$ cat src/hw/rtl/lpfr_pkg.sv
package lpfr_pkg;

    localparam int unsigned BUFFER_BYTES_DEF = 1024;
    localparam logic [7:0]  START_BYTE_RST   = 8'd126;

    localparam int unsigned IDX_W  = 10;
    localparam int unsigned FLEN_W = 10;
    localparam int unsigned SUM_W  = 32;
    localparam int unsigned TDATA_W = 64;

    typedef enum logic [1:0] {
        PH_HUNT = 2'd0,
        PH_LEN  = 2'd1,
        PH_PAY  = 2'd2,
        PH_SUM  = 2'd3
    } phase_t;

    typedef enum logic [1:0] {
        EV_DATA   = 2'd0,
        EV_DONE   = 2'd1,
        EV_REJECT = 2'd2
    } event_t;

    localparam logic [1:0] EV_UNUSED = 2'd3;

    typedef struct packed {
        event_t              event_kind;
        logic [7:0]          data_byte;
        logic [IDX_W-1:0]    byte_index;
        logic                last_payload;
        logic [FLEN_W-1:0]   frame_length;
        logic [SUM_W-1:0]    frame_checksum;
    } result_t;

endpackage

$ cat src/hw/rtl/lpfr_parse.sv
module lpfr_parse #(
    parameter int unsigned BUFFER_BYTES = lpfr_pkg::BUFFER_BYTES_DEF
) (
    input  logic              clk,
    input  logic              rst_n,
    input  logic              accept,
    input  logic [7:0]        rx_byte,
    input  logic [7:0]        start_byte,
    output logic              res_valid,
    output lpfr_pkg::result_t res
);
    import lpfr_pkg::*;

    localparam int unsigned CNT_W = $clog2(BUFFER_BYTES);
    localparam logic [31:0] LEN_LIMIT = 32'(BUFFER_BYTES - 9);

    phase_t           phase_reg, phase_next;
    logic [CNT_W-1:0] count_reg, count_next;
    logic [31:0]      len_reg, len_next;
    logic [31:0]      sum_reg, sum_next;

    logic [31:0]      byte_shift;
    logic [31:0]      len_merged;
    logic [31:0]      sum_merged;
    logic             count_wrap;
    logic             pay_last;

    assign byte_shift = {24'd0, rx_byte} << {count_reg[1:0], 3'b000};
    assign len_merged = len_reg | byte_shift;
    assign sum_merged = sum_reg | byte_shift;
    assign count_wrap = (count_reg[1:0] == 2'd3);
    // index never reaches the length inside the payload, so equality marks the end
    assign pay_last   = ((count_reg + CNT_W'(1)) == len_reg[CNT_W-1:0]);

    // next state
    always_comb
    begin
        phase_next = phase_reg;
        count_next = count_reg;
        len_next   = len_reg;
        sum_next   = sum_reg;
        if (accept)
        begin
            case (phase_reg)
                PH_HUNT:
                begin
                    if (rx_byte == start_byte)
                    begin
                        phase_next = PH_LEN;
                        count_next = '0;
                        len_next   = '0;
                        sum_next   = '0;
                    end
                end
                PH_LEN:
                begin
                    len_next   = len_merged;
                    count_next = count_reg + CNT_W'(1);
                    if (count_wrap)
                    begin
                        count_next = '0;
                        if (len_merged > LEN_LIMIT)
                        begin
                            phase_next = PH_HUNT;
                            len_next   = '0;
                            sum_next   = '0;
                        end
                        else if (len_merged == 32'd0)
                            phase_next = PH_SUM;
                        else
                            phase_next = PH_PAY;
                    end
                end
                PH_PAY:
                begin
                    count_next = count_reg + CNT_W'(1);
                    if (pay_last)
                    begin
                        phase_next = PH_SUM;
                        count_next = '0;
                    end
                end
                PH_SUM:
                begin
                    sum_next   = sum_merged;
                    count_next = count_reg + CNT_W'(1);
                    if (count_wrap)
                    begin
                        phase_next = PH_HUNT;
                        count_next = '0;
                        len_next   = '0;
                        sum_next   = '0;
                    end
                end
                default:
                begin
                    phase_next = PH_HUNT;
                end
            endcase
        end
    end

    // result
    always_comb
    begin
        res_valid = 1'b0;
        res       = '0;
        res.event_kind = EV_DATA;
        if (accept)
        begin
            case (phase_reg)
                PH_LEN:
                begin
                    if (count_wrap && (len_merged > LEN_LIMIT))
                    begin
                        res_valid      = 1'b1;
                        res.event_kind = EV_REJECT;
                    end
                end
                PH_PAY:
                begin
                    res_valid        = 1'b1;
                    res.event_kind   = EV_DATA;
                    res.data_byte    = rx_byte;
                    res.byte_index   = IDX_W'(count_reg);
                    res.last_payload = pay_last;
                end
                PH_SUM:
                begin
                    if (count_wrap)
                    begin
                        res_valid          = 1'b1;
                        res.event_kind     = EV_DONE;
                        res.frame_length   = len_reg[FLEN_W-1:0];
                        res.frame_checksum = sum_merged;
                    end
                end
                default:
                begin
                    res_valid = 1'b0;
                end
            endcase
        end
    end

    always_ff @(posedge clk or negedge rst_n)
    begin
        if (!rst_n)
        begin
            phase_reg <= PH_HUNT;
            count_reg <= '0;
            len_reg   <= '0;
            sum_reg   <= '0;
        end
        else
        begin
            phase_reg <= phase_next;
            count_reg <= count_next;
            len_reg   <= len_next;
            sum_reg   <= sum_next;
        end
    end

endmodule

$ cat src/hw/rtl/length_prefixed_frame_receiver.sv
// A result is registered into the output register, or into the skid entry while the output register is held.
// One byte is accepted per cycle while s_tready is high; the phase and counter update on each accepted byte.
// An output register plus one skid entry hold results; s_tready drops only when both are full.
// Reset (rst_n low, asynchronous): start byte 126, hunting, no result pending.
module length_prefixed_frame_receiver #(
    parameter int unsigned BUFFER_BYTES = lpfr_pkg::BUFFER_BYTES_DEF
) (
    input  logic                         clk,
    input  logic                         rst_n,
    input  logic                         s_tvalid,
    output logic                         s_tready,
    input  logic [7:0]                   s_tdata,   // [7:0] rx_byte
    output logic                         m_tvalid,
    input  logic                         m_tready,
    output logic [lpfr_pkg::TDATA_W-1:0] m_tdata,   // [7:0] data_byte, [17:8] byte_index,
                                                    // [27:18] frame_length,
                                                    // [59:28] frame_checksum, [63:60] zero
    output logic [1:0]                   m_tuser,   // [1:0] event_kind
    output logic                         m_tlast,   // last_payload
    input  logic                         cfg_valid,
    output logic                         cfg_ready,
    input  logic [7:0]                   cfg_data   // [7:0] start_byte
);
    import lpfr_pkg::*;

    logic [7:0] start_byte_reg;
    logic       accept;
    logic       res_valid;
    result_t    res;
    logic       take;

    logic       out_valid_reg;
    result_t    out_reg;
    logic       skid_valid_reg;
    result_t    skid_reg;

    assign cfg_ready = 1'b1;
    assign s_tready  = !skid_valid_reg;
    assign accept    = s_tvalid && s_tready;
    assign take      = out_valid_reg && m_tready;

    always_ff @(posedge clk or negedge rst_n)
    begin
        if (!rst_n)
            start_byte_reg <= START_BYTE_RST;
        else if (cfg_valid && cfg_ready)
            start_byte_reg <= cfg_data;
    end

    lpfr_parse #(
        .BUFFER_BYTES (BUFFER_BYTES)
    ) u_parse (
        .clk        (clk),
        .rst_n      (rst_n),
        .accept     (accept),
        .rx_byte    (s_tdata),
        .start_byte (start_byte_reg),
        .res_valid  (res_valid),
        .res        (res)
    );

    always_ff @(posedge clk or negedge rst_n)
    begin
        if (!rst_n)
        begin
            out_valid_reg  <= 1'b0;
            skid_valid_reg <= 1'b0;
        end
        else if (skid_valid_reg)
        begin
            // no input byte is accepted while the skid entry is full
            if (take)
            begin
                skid_valid_reg <= 1'b0;
            end
        end
        else if (accept && res_valid)
        begin
            if (out_valid_reg && !take)
                skid_valid_reg <= 1'b1;
            else
                out_valid_reg <= 1'b1;
        end
        else if (take)
        begin
            out_valid_reg <= 1'b0;
        end
    end

    always_ff @(posedge clk)
    begin
        if (skid_valid_reg)
        begin
            if (take)
                out_reg <= skid_reg;
        end
        else if (accept && res_valid)
        begin
            if (out_valid_reg && !take)
                skid_reg <= res;
            else
                out_reg <= res;
        end
    end

    assign m_tvalid = out_valid_reg;
    assign m_tuser  = out_reg.event_kind;
    assign m_tlast  = out_reg.last_payload;
    assign m_tdata  = {4'd0, out_reg.frame_checksum, out_reg.frame_length,
                       out_reg.byte_index, out_reg.data_byte};

endmodule

$ cat config.mk
export PLATFORM = sky130hd
export DESIGN_NAME = length_prefixed_frame_receiver
export DESIGN_NICKNAME = d
export VERILOG_FILES = /design/src/hw/rtl/lpfr_pkg.sv /design/src/hw/rtl/lpfr_parse.sv /design/src/hw/rtl/length_prefixed_frame_receiver.sv
export SDC_FILE = /design/constraint.sdc
export NUM_CORES = 1
export LEC_CHECK = 0
export BUFFER_PORTS_ARGS = -buffer_cell sky130_fd_sc_hd__buf_2
export CORE_ASPECT_RATIO = 1.75
export CORE_MARGIN = 2
export CORE_UTILIZATION = 55
export DETAILED_ROUTE_END_ITERATION = 16
export GPL_TIMING_DRIVEN = 0
export PLACE_DENSITY = 0.72
export SLEW_MARGIN = 20
export SYNTH_ARGS = -nofsm -noshare
export SYNTH_HDL_FRONTEND = slang
export SYNTH_SLANG_ARGS = --single-unit
$ cat constraint.sdc
create_clock -name clk -period 9.1 [get_ports clk]
set_input_delay 0 -clock clk [delete_from_list [all_inputs] [get_ports clk]]
set_output_delay 0 -clock clk [all_outputs]
set_load 0.05 [all_outputs]
==> summary.md <==
| Metric | Value |
|---|---|
| Status | `finished, violations left` |
| Failing checks | `negative hold slack` |
| Max VDD drop | `0.2166 mV` |
| Worst endpoint required time | `9290 ps` |
| Post-synthesis instance area | `9248 sq um` |
| Vert. Die Dim | `175.5 um` |
| Die width | `102.0 um` |
| Global-route wire length before repair | `36,710 um` |
| Worst hold slack | `-5.133 ps` |
| CP max stage cell | `a21boi_4` |
| RSZ-0062 raised after global routing | `false` |
| Vias | `6,841` |
| Reg clk slew, reported paths | `70 ps` |
| Worst reg2reg startpoint | `u_parse.count_reg[0]` |
| Type of origin of the critical path | `register` |
| DRC violations left | `0` |
| Adder-Cell Fraction of Synth Area | `0.2706%` |
| Die Area | `17,910 sq um` |
| Initial DRT Pass Iterations | `5` |
| Nets | `939` |
| Async SR Flop Fraction | `40.57%` |
| Tcrit/Tclk final | `40.61%` |
| Antenna cells | `0` |
| R2R Path End | `m_tdata[51]` |
| Gr usage total | `26.44%` |
| Mapped Cells | `802` |
| Worst setup EP type | `register` |
| Flops & latches, synth | `212` |
| # setup viols final | `0` |
| EDFF count, synth | `126` |
| Lkg Pwr | `4.874 nW` |
| Max reg flops | `63` |
| CP dominant cell by count | `buf_2` |
| Post-DP HPWL | `16,370 um` |
| Initial Util | `56.23%` |
| Synth Area in Compound Gates | `15.55%` |
| Final Critical Period | `3695 ps` |
| Initial antenna violation count | `0` |
| Placer Congestion | `0.8952` |
| Syn. warnings | `0` |
| Setup_tns | `0 ps` |
| Core Area | `16,450 sq um` |
| Largest family of logic cells by synthesized area | `compound AO/OA/AOI/OAI gates` |
| Sequential-to-total area share from yosys stat | `64.27%` |
| Pin count of the biggest net entering global routing | `60` |
| Grt ovf | `0` |
| Layout cells sized above 1 | `15.30%` |
| # H-tree levels | `1` |
| FF-to-FF setup slack | `5400 ps` |
| Hold WC Path Type | `in2async` |
| Simple logic cell fraction of the synthesized area | `13.21%` |
| Slew Limit Headroom | `45.56%` |
| Synth top area cells | `edfxtp_1, dfrtp_1, a21o_1` |
| CTS tree | `built` |
| Mux share of post-synthesis cell area | `1.082%` |
| Max-slew violation count | `0` |
| Post-synth cell types | `55` |
| Final Util | `65.60%` |
| Power per cell area | `329.7 nW/um^2` |
| CTS max path bufs | `3` |
| Final ANT Viol Nets | `0` |
| Iter 0 DRT Violations | `586` |
| Clock Sinks | `212` |
| WL final | `22,900 um` |
| Synthesized area per cell | `11.53 sq um` |
| Via density | `5.938` |
| CP Cell Sequence | `buf_2 > buf_2 > nor2_1 > a41o_1 > o2111ai_1 > nand4_1 > a21oi_1 > or3_1 > a21boi_4 > buf_16` |
| Critical path type | `reg2reg` |
| Hold Violations, Final | `2` |
| Primary FF master, synth | `edfxtp_1` |
| Clock buffer count from CTS | `18` |
| Cell Rows | `62` |
| Worst-path fanout max | `22` |
| Vias in the first global route | `7,146` |
| Slew @ Worst Pin | `814.6 ps` |
| Routed len/inst | `19.88 um` |
| Clock skew | `9.298 ps` |
| Pre-CTS setup slack | `5500 ps` |
| Slowest Stage Delay on Critical Path | `700 ps` |
| Yosys top cell area share | `40.91%` |
| CP Data Arrival Time | `3890 ps` |
| Xor/xnor share of the synthesized area | `1.894%` |
| Port bufs | `76` |
| I/O pin count | `91` |
| Achievable frequency | `270.6 MHz` |
| Clock Latency Late Sink | `490 ps` |
| Max capacitance violation total | `0` |
| # resized after CTS | `0` |
| PnR Total Power | `3.557 mW` |
| Post-route setup slack | `5405 ps` |
| Reg2reg path depth | `10` |
| Area leader, netlist | `edfxtp_1` |
| Area growth syn-to-layout | `16.67%` |
| CTS root buffer | `clkbuf_16` |
==> routing by layer <==
| metal | track usage (%) | vias to the layer above | share of wire, % |
|---|---|---|---|
| li1 | - | 3111 | - |
| met1 | 30.45 | 3348 | 37 |
| met2 | 46.74 | 293 | 53 |
| met3 | 3.860 | 89 | 5.1 |
| met4 | 13.67 | 0 | 5.3 |
| met5 | 0 | - | 0 |
==> area by class of cell <==
| class | instances | area (sq um) |
|---|---|---|
| clock inverters | 7 | 110.1 |
| repair buffers | 91 | 613.1 |
| multi-input cells | 512 | 2997 |
| fillers | 1340 | 5657 |
| inverters | 6 | 22.52 |
| well taps | 224 | 280.3 |
| plain buffers | 75 | 315.3 |
| flip-flops and latches | 212 | 5943 |
| clock buffers | 25 | 508.0 |
==> synthesized netlist by cell type, types with 2 or more instances <==
library cell    n
edfxtp_1      126
nor2_1        111
dfrtp_1        80
a21o_1         65
clkbuf_1       60
nand2_1        56
a21oi_1        44
a31oi_1        35
o21a_1         33
and3_1         30
nor3_1         15
nor4_1         11
xor2_1         11
o21ai_0        10
buf_2           9
xnor2_1         9
mux2_2          8
nor2b_1         8
nand3_1         7
buf_4           6
dfstp_2         6
inv_1           6
nand4_1         5
a211o_1         4
nand2b_1        4
o22ai_1         3
or3_1           3
or4_1           3
a21boi_0        2
a21boi_1        2
and2_1          2
conb_1          2
ha_1            2
o2111ai_1       2
o31ai_1         2
==> logic make-up after synthesis <==
kind of cell	Yosys count
xor gates and xnor gates	20
muxes	9
adders and majority gates	2
buffers and inverters	81
AOI/OAI and AO/OA	213
other	2
DFF	212
and+or+nand+nor	263
==> worst max path at each step <==
stage	cells past startpoint	endpoint	from	slack (ps)
finish	10	m_tdata[51]	u_parse.count_reg[0]	5400
global route	10	m_tdata[51]	u_parse.count_reg[0]	5210
CTS	10	m_tdata[51]	u_parse.count_reg[0]	5480
detailed placement	10	m_tdata[44]	u_parse.count_reg[0]	5500
global placement	9	m_tdata[44]	u_parse.count_reg[0]	7
floorplan	9	m_tdata[0]	u_parse.count_reg[0]	2060
==> repair_timing <==
action,CTS,global route
endpoints found under the hold margin,96,0
buffers inserted,0,0
hold buffers,10,0
==> power by group <==
part / switching [mW] / internal, mW
clock: 0.335 / 0.477
combinational: 0.957 / 0.377
sequential: 0.124 / 1.29
==> critical path, delay by kind of cell, from the launching register on <==
kind | cells | cell delay (ps)
AO/OA/AOI/OAI | 4 | 1100
buffers and inverters | 3 | 620
flip-flops | 1 | 390
AND/OR/NAND/NOR | 3 | 1250
==> per-stage QoR <==
| step | instances | area, sq um |
|---|---|---|
| final | 1152 | 10790 |
| after detailed placement | 1110 | 10070 |
| after global routing | 1152 | 10790 |
| after CTS | 1152 | 10790 |
| after global placement | 1105 | 9920 |
| after floorplan | 805 | 9259 |
==> cells in the final DEF, fill, tap and decap left out, types with 30 or more instances in the layout <==
| master | count |
|---|---|
| buf_2 | 84 |
| and3_1 | 30 |
| edfxtp_1 | 126 |
| o21a_1 | 33 |
| nand2_1 | 56 |
| dfrtp_1 | 80 |
| clkbuf_1 | 65 |
| a21o_1 | 65 |
| a31oi_1 | 35 |
| nor2_1 | 110 |
| a21oi_1 | 44 |
Power figures use the tool's default switching activity.
